### src/rtl/ogru_pkg.sv
package ogru_pkg;

  localparam int GRID_SIZE_DEF   = 256;
  localparam int OCC_WIDTH_DEF   = 16;
  localparam int COUNT_WIDTH_DEF = 16;

  localparam int POINT_W  = 16;
  localparam int POSE_W   = 24;
  localparam int TRIG_W   = 16;
  localparam int CS_W     = 10;
  localparam int THR_W    = 16;
  localparam int STATUS_W = 2;
  localparam int END_W    = 8;
  localparam int WALK_W   = 9;

  localparam int CFG_ADDR_W = 3;
  localparam int CFG_DATA_W = 24;

  // q14 fraction bits of the trig values
  localparam int FRAC_W = 14;
  localparam int PROD_W = 2 * TRIG_W;
  localparam int ACC_W  = POSE_W + FRAC_W + 2;
  localparam int MM_W   = ACC_W - FRAC_W;
  localparam int DIVISOR_W = CS_W + 1;

  localparam logic [TRIG_W-1:0] COS_RESET       = 16'd16384;
  localparam logic [CS_W-1:0]   CELL_SIZE_RESET = 10'd50;
  localparam logic [THR_W-1:0]  THRESHOLD_RESET = 16'hffff;

  typedef enum logic [STATUS_W-1:0] {
    ST_UPDATED   = 2'd0,
    ST_INVALID   = 2'd1,
    ST_END_OFF   = 2'd2,
    ST_ROBOT_OFF = 2'd3
  } status_e;

  typedef enum logic [CFG_ADDR_W-1:0] {
    REG_POSE_X    = 3'd0,
    REG_POSE_Y    = 3'd1,
    REG_SIN       = 3'd2,
    REG_COS       = 3'd3,
    REG_CELL_SIZE = 3'd4,
    REG_THRESHOLD = 3'd5
  } cfg_reg_e;

endpackage

### src/rtl/ogru_div.sv
module ogru_div
  import ogru_pkg::*;
#(
  parameter int MAG_W = 28
) (
  input  logic                 clk_i,
  input  logic                 rst_ni,
  input  logic                 start_i,
  input  logic [MAG_W-1:0]     dividend_i,
  input  logic [DIVISOR_W-1:0] divisor_i,
  output logic                 done_o,
  output logic [MAG_W-1:0]     quotient_o
);

  localparam int CNT_W = $clog2(MAG_W + 1);

  logic                 run_q;
  logic                 done_q;
  logic [CNT_W-1:0]     cnt_q;
  logic [DIVISOR_W-1:0] div_q;
  logic [DIVISOR_W-1:0] rem_q;
  logic [MAG_W-1:0]     quo_q;

  logic [DIVISOR_W:0]   trial;
  logic [DIVISOR_W:0]   diff;
  logic                 fits;

  always_comb begin
    trial = {rem_q, quo_q[MAG_W-1]};
    diff  = trial - {1'b0, div_q};
    fits  = trial >= {1'b0, div_q};
  end

  always_ff @(posedge clk_i or negedge rst_ni) begin
    if (!rst_ni) begin
      run_q  <= 1'b0;
      done_q <= 1'b0;
      cnt_q  <= '0;
      div_q  <= '0;
      rem_q  <= '0;
      quo_q  <= '0;
    end else begin
      done_q <= 1'b0;
      if (start_i) begin
        run_q <= 1'b1;
        cnt_q <= '0;
        div_q <= divisor_i;
        rem_q <= '0;
        quo_q <= dividend_i;
      end else if (run_q) begin
        rem_q <= fits ? diff[DIVISOR_W-1:0] : trial[DIVISOR_W-1:0];
        quo_q <= {quo_q[MAG_W-2:0], fits};
        cnt_q <= cnt_q + CNT_W'(1);
        if (cnt_q == CNT_W'(MAG_W - 1)) begin
          run_q  <= 1'b0;
          done_q <= 1'b1;
        end
      end
    end
  end

  assign done_o     = done_q;
  assign quotient_o = quo_q;

endmodule

### src/rtl/occupancy_grid_ray_update.sv
// occupancy grid ray update
// command channel: a point transfers at a clock edge with start high and busy low;
// point_valid_i low skips the point and only reports a status
// one result per point: result_valid_o is high for a single cycle with status,
// endpoint cell and number of walked cells; the receiver cannot stall it
// config: cfg_we_i writes cfg_wdata_i into register cfg_addr_i at once; the user
// must write only while busy is low, which the block itself does not enforce
// steps for a valid point: 5 multiply steps on one shared 16x16 multiplier, four
// divisions by 2*cell size on one shared restoring divider, then a decision step,
// which ends a point that falls off the grid; an updated point adds a hit count
// read-modify-write, a walk setup step and, per walked cell, a memory read and
// then a write
// one point is in work at a time; for a valid point busy stays high until its
// result is shown
// reset: after rst_ni releases, both grids are cleared one cell a cycle,
// with busy high meanwhile
module occupancy_grid_ray_update
  import ogru_pkg::*;
#(
  parameter int GRID_SIZE   = GRID_SIZE_DEF,
  parameter int OCC_WIDTH   = OCC_WIDTH_DEF,
  parameter int COUNT_WIDTH = COUNT_WIDTH_DEF
) (
  input  logic                      clk_i,
  input  logic                      rst_ni,
  input  logic                      start,
  output logic                      busy,
  input  logic signed [POINT_W-1:0] point_x_mm_i,
  input  logic signed [POINT_W-1:0] point_y_mm_i,
  input  logic                      point_valid_i,
  input  logic                      cfg_we_i,
  input  logic [CFG_ADDR_W-1:0]     cfg_addr_i,
  input  logic [CFG_DATA_W-1:0]     cfg_wdata_i,
  output logic                      result_valid_o,
  output logic [STATUS_W-1:0]       status_o,
  output logic [END_W-1:0]          end_cell_x_o,
  output logic [END_W-1:0]          end_cell_y_o,
  output logic [WALK_W-1:0]         cells_walked_o
);

  localparam int IDXW  = $clog2(GRID_SIZE);
  localparam int CELLS = GRID_SIZE * GRID_SIZE;
  localparam int AW    = $clog2(CELLS);
  localparam int GCW   = $clog2(GRID_SIZE + 1) + CS_W;
  localparam int NW    = ((GCW > MM_W + 1) ? GCW : MM_W + 1) + 1;
  localparam int MAG_W = NW;
  localparam int SW    = ((OCC_WIDTH > COUNT_WIDTH) ? OCC_WIDTH : COUNT_WIDTH) + 2;
  localparam int HW    = (COUNT_WIDTH > THR_W) ? COUNT_WIDTH : THR_W;

  localparam logic signed [SW-1:0] OCC_MAX  = {{(SW-OCC_WIDTH+1){1'b0}}, {(OCC_WIDTH-1){1'b1}}};
  localparam logic signed [SW-1:0] OCC_MIN  = ~OCC_MAX;
  localparam logic signed [SW-1:0] INC_END  = SW'(2);
  localparam logic signed [SW-1:0] DEC_WALK = -SW'(1);
  localparam logic [COUNT_WIDTH-1:0] COUNT_MAX = '1;
  localparam logic signed [ACC_W-1:0] ROUND_NEG = ACC_W'((1 << FRAC_W) - 1);

  typedef enum logic [3:0] {
    S_CLEAR, S_IDLE, S_MUL, S_DPREP, S_DGO, S_DWAIT, S_DECIDE,
    S_HRD, S_HWR, S_WSETUP, S_WSTEP, S_WUPD
  } state_e;

  state_e state_q;

  logic signed [POSE_W-1:0] pose_x_q, pose_y_q;
  logic signed [TRIG_W-1:0] sin_q, cos_q;
  logic [CS_W-1:0]          cs_q;
  logic [THR_W-1:0]         thr_q;

  logic [AW-1:0]             clr_q;
  logic signed [POINT_W-1:0] px_q, py_q;
  logic [2:0]                mstep_q;
  logic signed [PROD_W-1:0]  prod_q;
  logic signed [ACC_W-1:0]   accx_q, accy_q;
  logic [1:0]                dsel_q;
  logic signed [NW-1:0]      n_q;
  logic [IDXW-1:0]           idx_q [4];
  logic [3:0]                ok_q;

  logic            sxn_q, syn_q, xmaj_q;
  logic [IDXW-1:0] major_q, minor_q, k_q, l_q, i_q;
  logic [IDXW:0]   e_q;

  logic                result_valid_q;
  logic [STATUS_W-1:0] status_q;
  logic [END_W-1:0]    end_x_q, end_y_q;
  logic [WALK_W-1:0]   walked_q;

  logic signed [OCC_WIDTH-1:0] occ_mem [CELLS];
  logic [COUNT_WIDTH-1:0]      hit_mem [CELLS];
  logic signed [OCC_WIDTH-1:0] occ_rd_q;
  logic [COUNT_WIDTH-1:0]      hit_rd_q;

  logic [AW-1:0]               mem_addr;
  logic                        occ_we, hit_we;
  logic signed [OCC_WIDTH-1:0] occ_wdata;
  logic [COUNT_WIDTH-1:0]      hit_wdata;

  logic signed [TRIG_W-1:0]  mul_a, mul_b;
  logic signed [PROD_W-1:0]  prod_d;
  logic signed [ACC_W-1:0]   acc_sel, acc_rnd;
  logic signed [MM_W-1:0]    m_sel;
  logic [CS_W-1:0]           cs_eff;
  logic [GCW-1:0]            gc;
  logic signed [NW-1:0]      n_d;
  logic [MAG_W-1:0]          mag;
  logic                      div_start, div_done;
  logic [MAG_W-1:0]          div_quo;
  logic                      q_neg, q_ok;
  logic [IDXW-1:0]           q_idx;

  logic signed [IDXW:0] dx, dy;
  logic [IDXW-1:0]      ax, ay;
  logic [IDXW-1:0]      stepx, stepy;
  logic [IDXW:0]        e_sum, e_next;
  logic                 adv;
  logic [IDXW-1:0]      k_adj, l_adj;
  logic                 last;

  logic signed [SW-1:0] o1, o1s, o2, o_new;
  logic                 merge;

  function automatic logic [AW-1:0] cell_addr(input logic [IDXW-1:0] x,
                                               input logic [IDXW-1:0] y);
    cell_addr = AW'(AW'(x) * AW'(GRID_SIZE) + AW'(y));
  endfunction

  function automatic logic signed [SW-1:0] sat_occ(input logic signed [SW-1:0] v);
    if (v > OCC_MAX) begin
      sat_occ = OCC_MAX;
    end else if (v < OCC_MIN) begin
      sat_occ = OCC_MIN;
    end else begin
      sat_occ = v;
    end
  endfunction

  // shared multiplier operands
  always_comb begin
    unique case (mstep_q)
      3'd1:    begin mul_a = py_q; mul_b = sin_q; end
      3'd2:    begin mul_a = px_q; mul_b = sin_q; end
      3'd3:    begin mul_a = py_q; mul_b = cos_q; end
      default: begin mul_a = px_q; mul_b = cos_q; end
    endcase
    prod_d = mul_a * mul_b;
  end

  // millimetres to the dividend of the cell index
  always_comb begin
    acc_sel = dsel_q[0] ? accy_q : accx_q;
    acc_rnd = acc_sel + (acc_sel[ACC_W-1] ? ROUND_NEG : '0);
    unique case (dsel_q)
      2'd2:    m_sel = MM_W'(pose_x_q);
      2'd3:    m_sel = MM_W'(pose_y_q);
      default: m_sel = acc_rnd[ACC_W-1:FRAC_W];
    endcase
    cs_eff = (cs_q == '0) ? CS_W'(1) : cs_q;
    gc     = GCW'(GRID_SIZE) * GCW'(cs_eff);
    n_d    = NW'(signed'({1'b0, gc})) - (NW'(m_sel) <<< 1);
    mag    = n_q[NW-1] ? MAG_W'(-n_q) : MAG_W'(n_q);
    q_neg  = n_q[NW-1];
    q_ok   = q_neg ? (div_quo == '0) : (div_quo < MAG_W'(GRID_SIZE));
    q_idx  = q_neg ? '0 : div_quo[IDXW-1:0];
  end

  ogru_div #(
    .MAG_W (MAG_W)
  ) u_div (
    .clk_i      (clk_i),
    .rst_ni     (rst_ni),
    .start_i    (div_start),
    .dividend_i (mag),
    .divisor_i  ({cs_eff, 1'b0}),
    .done_o     (div_done),
    .quotient_o (div_quo)
  );

  assign div_start = (state_q == S_DGO);

  // line walk
  always_comb begin
    dx     = signed'({1'b0, idx_q[0]}) - signed'({1'b0, idx_q[2]});
    dy     = signed'({1'b0, idx_q[1]}) - signed'({1'b0, idx_q[3]});
    ax     = dx[IDXW] ? IDXW'(-dx) : IDXW'(dx);
    ay     = dy[IDXW] ? IDXW'(-dy) : IDXW'(dy);
    stepx  = sxn_q ? '1 : IDXW'(1);
    stepy  = syn_q ? '1 : IDXW'(1);
    e_sum  = e_q + (IDXW+1)'(minor_q);
    adv    = e_sum > (IDXW+1)'(major_q);
    e_next = adv ? e_sum - (IDXW+1)'(major_q) : e_sum;
    k_adj  = (adv && !xmaj_q) ? k_q + stepx : k_q;
    l_adj  = (adv && xmaj_q) ? l_q + stepy : l_q;
    last   = (i_q == major_q);
  end

  // cell update
  always_comb begin
    o1    = sat_occ(SW'(occ_rd_q) + (last ? INC_END : DEC_WALK));
    o1s   = o1;
    o2    = o1s + signed'(SW'(hit_rd_q));
    merge = (HW'(hit_rd_q) > HW'(thr_q)) && (o1s < 0) && (o2 > 0);
    o_new = merge ? sat_occ(o2) : o1s;
  end

  // memory port control
  always_comb begin
    mem_addr  = cell_addr(k_q, l_q);
    occ_we    = 1'b0;
    hit_we    = 1'b0;
    occ_wdata = OCC_WIDTH'(o_new);
    hit_wdata = (hit_rd_q == COUNT_MAX) ? hit_rd_q : hit_rd_q + COUNT_WIDTH'(1);
    unique case (state_q)
      S_CLEAR: begin
        mem_addr  = clr_q;
        occ_we    = 1'b1;
        hit_we    = 1'b1;
        occ_wdata = '0;
        hit_wdata = '0;
      end
      S_HRD:   mem_addr = cell_addr(idx_q[0], idx_q[1]);
      S_HWR: begin
        mem_addr = cell_addr(idx_q[0], idx_q[1]);
        hit_we   = 1'b1;
      end
      S_WSTEP: mem_addr = cell_addr(k_adj, l_adj);
      S_WUPD:  occ_we = 1'b1;
      default: mem_addr = cell_addr(k_q, l_q);
    endcase
  end

  always_ff @(posedge clk_i) begin
    if (occ_we) begin
      occ_mem[mem_addr] <= occ_wdata;
    end
    if (hit_we) begin
      hit_mem[mem_addr] <= hit_wdata;
    end
    occ_rd_q <= occ_mem[mem_addr];
    hit_rd_q <= hit_mem[mem_addr];
  end

  always_ff @(posedge clk_i or negedge rst_ni) begin
    if (!rst_ni) begin
      state_q        <= S_CLEAR;
      pose_x_q       <= '0;
      pose_y_q       <= '0;
      sin_q          <= '0;
      cos_q          <= COS_RESET;
      cs_q           <= CELL_SIZE_RESET;
      thr_q          <= THRESHOLD_RESET;
      clr_q          <= '0;
      px_q           <= '0;
      py_q           <= '0;
      mstep_q        <= '0;
      prod_q         <= '0;
      accx_q         <= '0;
      accy_q         <= '0;
      dsel_q         <= '0;
      n_q            <= '0;
      idx_q          <= '{default: '0};
      ok_q           <= '0;
      sxn_q          <= 1'b0;
      syn_q          <= 1'b0;
      xmaj_q         <= 1'b0;
      major_q        <= '0;
      minor_q        <= '0;
      k_q            <= '0;
      l_q            <= '0;
      i_q            <= '0;
      e_q            <= '0;
      result_valid_q <= 1'b0;
      status_q       <= '0;
      end_x_q        <= '0;
      end_y_q        <= '0;
      walked_q       <= '0;
    end else begin
      result_valid_q <= 1'b0;

      if (cfg_we_i) begin
        unique case (cfg_reg_e'(cfg_addr_i))
          REG_POSE_X:    pose_x_q <= cfg_wdata_i[POSE_W-1:0];
          REG_POSE_Y:    pose_y_q <= cfg_wdata_i[POSE_W-1:0];
          REG_SIN:       sin_q    <= cfg_wdata_i[TRIG_W-1:0];
          REG_COS:       cos_q    <= cfg_wdata_i[TRIG_W-1:0];
          REG_CELL_SIZE: cs_q     <= cfg_wdata_i[CS_W-1:0];
          REG_THRESHOLD: thr_q    <= cfg_wdata_i[THR_W-1:0];
          default: ;
        endcase
      end

      unique case (state_q)
        S_CLEAR: begin
          clr_q <= clr_q + AW'(1);
          if (clr_q == AW'(CELLS - 1)) begin
            state_q <= S_IDLE;
          end
        end
        S_IDLE: begin
          if (start) begin
            px_q <= point_x_mm_i;
            py_q <= point_y_mm_i;
            if (!point_valid_i) begin
              result_valid_q <= 1'b1;
              status_q       <= ST_INVALID;
              end_x_q        <= '0;
              end_y_q        <= '0;
              walked_q       <= '0;
            end else begin
              mstep_q <= '0;
              state_q <= S_MUL;
            end
          end
        end
        S_MUL: begin
          prod_q  <= prod_d;
          mstep_q <= mstep_q + 3'd1;
          unique case (mstep_q)
            3'd0: accx_q <= ACC_W'(pose_x_q) <<< FRAC_W;
            3'd1: accx_q <= accx_q + ACC_W'(prod_q);
            3'd2: begin
              accx_q <= accx_q - ACC_W'(prod_q);
              accy_q <= ACC_W'(pose_y_q) <<< FRAC_W;
            end
            3'd3: accy_q <= accy_q + ACC_W'(prod_q);
            default: begin
              accy_q  <= accy_q + ACC_W'(prod_q);
              dsel_q  <= '0;
              state_q <= S_DPREP;
            end
          endcase
        end
        S_DPREP: begin
          n_q     <= n_d;
          state_q <= S_DGO;
        end
        S_DGO: state_q <= S_DWAIT;
        S_DWAIT: begin
          if (div_done) begin
            idx_q[dsel_q] <= q_idx;
            ok_q[dsel_q]  <= q_ok;
            dsel_q        <= dsel_q + 2'd1;
            state_q       <= (dsel_q == 2'd3) ? S_DECIDE : S_DPREP;
          end
        end
        S_DECIDE: begin
          if (!(ok_q[0] && ok_q[1])) begin
            result_valid_q <= 1'b1;
            status_q       <= ST_END_OFF;
            end_x_q        <= '0;
            end_y_q        <= '0;
            walked_q       <= '0;
            state_q        <= S_IDLE;
          end else if (!(ok_q[2] && ok_q[3])) begin
            result_valid_q <= 1'b1;
            status_q       <= ST_ROBOT_OFF;
            end_x_q        <= END_W'(idx_q[0]);
            end_y_q        <= END_W'(idx_q[1]);
            walked_q       <= '0;
            state_q        <= S_IDLE;
          end else begin
            state_q <= S_HRD;
          end
        end
        S_HRD: state_q <= S_HWR;
        S_HWR: state_q <= S_WSETUP;
        S_WSETUP: begin
          sxn_q   <= dx[IDXW];
          syn_q   <= dy[IDXW];
          xmaj_q  <= ax > ay;
          major_q <= (ax > ay) ? ax : ay;
          minor_q <= (ax > ay) ? ay : ax;
          k_q     <= idx_q[2];
          l_q     <= idx_q[3];
          e_q     <= '0;
          i_q     <= '0;
          state_q <= S_WSTEP;
        end
        S_WSTEP: begin
          k_q     <= k_adj;
          l_q     <= l_adj;
          e_q     <= e_next;
          state_q <= S_WUPD;
        end
        S_WUPD: begin
          if (xmaj_q) begin
            k_q <= k_q + stepx;
          end else begin
            l_q <= l_q + stepy;
          end
          i_q <= i_q + IDXW'(1);
          if (last) begin
            result_valid_q <= 1'b1;
            status_q       <= ST_UPDATED;
            end_x_q        <= END_W'(idx_q[0]);
            end_y_q        <= END_W'(idx_q[1]);
            walked_q       <= WALK_W'({1'b0, major_q} + (IDXW+1)'(1));
            state_q        <= S_IDLE;
          end else begin
            state_q <= S_WSTEP;
          end
        end
        default: state_q <= S_IDLE;
      endcase
    end
  end

  assign busy           = (state_q != S_IDLE);
  assign result_valid_o = result_valid_q;
  assign status_o       = status_q;
  assign end_cell_x_o   = end_x_q;
  assign end_cell_y_o   = end_y_q;
  assign cells_walked_o = walked_q;

endmodule

### config.mk
export PLATFORM = sky130hd
export DESIGN_NAME = occupancy_grid_ray_update
export DESIGN_NICKNAME = d
export VERILOG_FILES = /design/src/rtl/ogru_pkg.sv /design/src/rtl/ogru_div.sv /design/src/rtl/occupancy_grid_ray_update.sv
export SDC_FILE = /design/constraint.sdc
export NUM_CORES = 2
export LEC_CHECK = 0
export BUFFER_PORTS_ARGS = -buffer_cell sky130_fd_sc_hd__buf_4
export CAP_MARGIN = 5
export CORE_ASPECT_RATIO = 1.4
export CORE_MARGIN = 2
export CORE_UTILIZATION = 49
export CTS_BUF_LIST = sky130_fd_sc_hd__clkbuf_4 sky130_fd_sc_hd__clkbuf_8
export CTS_CLUSTER_SIZE = 24
export DETAILED_ROUTE_END_ITERATION = 16
export GPL_TIMING_DRIVEN = 0
export REMOVE_ABC_BUFFERS = 1
export SETUP_SLACK_MARGIN = 0.4
export SLEW_MARGIN = 0
export SYNTH_ARGS = -nofsm -noshare
export SYNTH_HDL_FRONTEND = slang
export SYNTH_SLANG_ARGS = --single-unit
### constraint.sdc
create_clock -name clk_i -period 9.4 [get_ports clk_i]
set_input_delay 1.41 -clock clk_i [delete_from_list [all_inputs] [get_ports clk_i]]
set_output_delay 1.41 -clock clk_i [all_outputs]
set_load 0.03 [all_outputs]
==> impl_results.md <==
* Status: completed
* Clk_skew at ~17 ps
* Worst Setup End Kind: flop
* Clk sink count at approximately 420
* Vias in the first global route at ~30k
* Syn avg cell area at 9.11 sq um
* Initial antenna violation count at 2
* CTS root buf: clkbuf_8
* Clk buf depth at 3
* Initial core utilization at 49.3%
* Seq cells post-synth at between 400 and 500
* Worst r2r src: mstep_q[2]
* Max Cap Viol at 0
* WS Path Type: reg2reg
* Cell leakage power at 19.9 nW
* Switching part of the total power at 34.4%
* Final setup fails at 0
* Die width at about 240 um
* Layout Nets at 4,695
* Final Max Tran Viols at 0
* Crit path max fanout at 25
* PwrDens at roughly 140 nW/um^2
* Worst Setup SP: mstep_q[2]
* Met1 WL at between 30,000 and 40,000 um
* Most frequent cells in the layout: 508 x nand2_1, 427 x inv_1, 416 x dfrtp_1, 315 x nor2_1, 267 x fa_1
* Top layer in use: met4
* H-tree Lvls at 3
* Part of the power in the clock network at roughly a third
* Final core utilization at 54.6%
* Async set or reset register ratio after synthesis at 100%
* FF/Latch Area at 10,600 sq um
* Place WS at -19.4 ps
* Final Hold Viols at 0
* Total global-route track usage at 26.4%
* DR WL/cell at 19.4 um
* CTS Buf Count at 75
* Sequential fraction of the synthesis area at ~29%
* TritonCTS clock tree: done
* Crit-path max cell delay at 590 ps
* Worst Tran Pin Value at 1330 ps
* Peak Freq at 116 MHz
* Num ports at just over 90
* Detailed Routing Iterations Pass 1 at 5
* Metal3 WL at 3570 um
* RSZ-0062 raised after global routing: yes
* Final Worst Setup Slack at 747 ps
* Core Area at between 70,000 and 80,000 sq um
* Share of power burned in registers at about two fifths
* Gpl congestion at ~0.92
* Largest net degree at the start of global routing at 96
* Clock latency on the worst-skew pair at 700 ps
* Hold-fix buffer count after cts at 0
* HP Class: reg2reg
* Sw Pwr at 2.01 mW
* Multi-input gate area at 24,500 sq um
* Logic gate share of total power at 28.7%
* Primary FF master, synth: dfrtp_1
* Slowest cell on the critical path: dfrtp_1
* Yosys warnings at 0
* Filler Cells Inserted at between 7k and 8k
* Worst IR drop on VDD at 127 uV
* Distinct cells, synth at 100
* Pint at between 3 and 4 mW
* FP Rows at between 100 and 150
* Final HPWL DP at 79,500 um
* Via-to-Cell Ratio at 5.62
* Critical Path Most Common Cell: fa_1
* Worst hold slack at 472 ps
* Startpoint types: flop
* Fin Setup TNS at 0 ps
* Final critical-path required period at just under 9000 ps
* Residual DRC at 0
* Slew headroom at 9.35%
* Tcrit/Tclk final at 92.0%
* Share of layout cells above drive strength 1 at 13.0%
* Most common cell after layout, fill and taps aside: nand2_1
* DRT iter0 DRCs at approximately 1.3k
* Mapped Area at 37,000 sq um
* Mapped Cells at 4,063
* Met2 routed wirelength at 53,300 um
* Fin cells at 5,153
* Hold Crit Start: clr_q[8]
* Routed Antenna Nets at 0
* Post-synth EDFFs at 0
* Vias at 28.9k
* Die Height at 329 um
* Critical path data arrival time at 9220 ps
* DP Cell Count at approximately 5.0k
* CP required at 9970 ps
* Detailed Route WL at between 100,000 and 150,000 um
* First-pass GRT wire length at approximately 160,000 um
* Area Growth Syn to Fin at 10.6%
* CTS clk-pin slew, worst paths at approximately 70 ps
* Total Die Area at 77,800 sq um
* Grt ovf at 0
* PortBufs at 92
[cells in the mapped netlist (64+ instances only)]
cell	number	area, sq um
nand3_1	64	320
mux2i_1	95	951
a21o_1	81	608
nand2_1	509	1910
fa_1	267	5350
xor2_1	76	666
xnor2_1	176	1540
dfrtp_1	418	10500
a21oi_1	195	976
clkbuf_1	134	503
mux2_2	166	1870
ha_1	238	2980
inv_1	427	1600
nor2_1	319	1200
o21ai_0	261	1310
[final timing paths]
kind,end,slack [ps],cells past startpoint
worst max-delay path,prod_q[30],750,28
worst min-delay path,clr_q[8],470,1
worst max register to register,prod_q[30],750,28
worst min register to register,clr_q[8],470,1
max in group asynchronous,pose_y_q[15],6920,4
min in group asynchronous,end_cell_x_o[0],690,1
[worst max-delay path: cells and delay by family, from the launching register on]
kind	cells	cell delay (ps)
fa+ha+maj	8	3910
buf+inv	7	1060
compound gates	8	1820
mux	1	400
simple gates	3	490
xor+xnor	1	170
flops	1	590
[cells by family (layout without fill, tap and decap cells)]
logic type / after synthesis / count (layout) / synth area share [%]
and+or+nand+nor: 1215 / 1215 / 15.2
AOI/OAI and AO/OA: 824 / 825 / 14.1
other: 0 / 2 / 0
xor gates and xnor gates: 252 / 252 / 5.96
buffers and inverters: 584 / 703 / 6.07
adders and majority gates: 505 / 505 / 22.5
muxes: 261 / 261 / 7.62
DFF: 422 / 422 / 28.5
[timing repair]
action | 4_1_cts | 5_1_grt
cloned | 1 | 0
setup buffers | 0 | 13
endpoints found under the setup margin | 5 | 3
gates resized for setup | 16 | 12
pin swaps | 1 | 1
[per-layer routing]
layer / global-route usage [%] / up-vias
li1: - / 13900
met1: 28.3 / 14100
met2: 50.3 / 625
met3: 3.08 / 264
met4: 14.2 / 0
met5: 0 / -
[through the flow]
step           total power [mW]  cell area [sq um]
4_1_cts                    5.93              40700
2_1_floorplan              3.46              36400
5_1_grt                    6.23              41000
6_report                   5.85              41000
3_3_place_gp               3.92              38300
3_5_place_dp               3.99              39000
[sequential cells by signal, summed over array words and instances, names as in the netlist, 8 cells and up]
| register | cells |
|---|---|
| u_div.div_q | 10 |
| sin_q | 16 |
| accy_q | 40 |
| prod_q | 32 |
| clr_q | 16 |
| cells_walked_o | 9 |
| u_div.quotient_o | 28 |
| idx_q | 32 |
| i_q | 8 |
| major_q | 8 |
| pose_x_q | 24 |
| pose_y_q | 24 |
| px_q | 16 |
| n_q | 27 |
| py_q | 16 |
| cs_q | 10 |
| accx_q | 40 |
| end_cell_x_o | 8 |
| cos_q | 16 |
| u_div.rem_q | 11 |
| end_cell_y_o | 8 |
[layout make-up]
| type | count | share of cell area (%) |
|---|---|---|
| diodes | 2 | 0.0122 |
| clock buffers | 118 | 3.55 |
| clock inverters | 16 | 0.452 |
| inverters | 428 | 3.92 |
| multi-input cells | 3058 | 59.9 |
| flip-flops and latches | 422 | 25.8 |
| well taps | 968 | 2.96 |
| repair buffers | 141 | 3.42 |
[power by group through the flow]
stage	clock network [mW]	logic [mW]	registers (mW)
final	1.91	1.68	2.26
after global routing	2.05	1.90	2.29
after CTS	1.97	1.70	2.26
after detailed placement	0	1.69	2.29
after global placement	0	1.63	2.29
after floorplan	0	1.26	2.20
(Power assumes the default switching activity.)
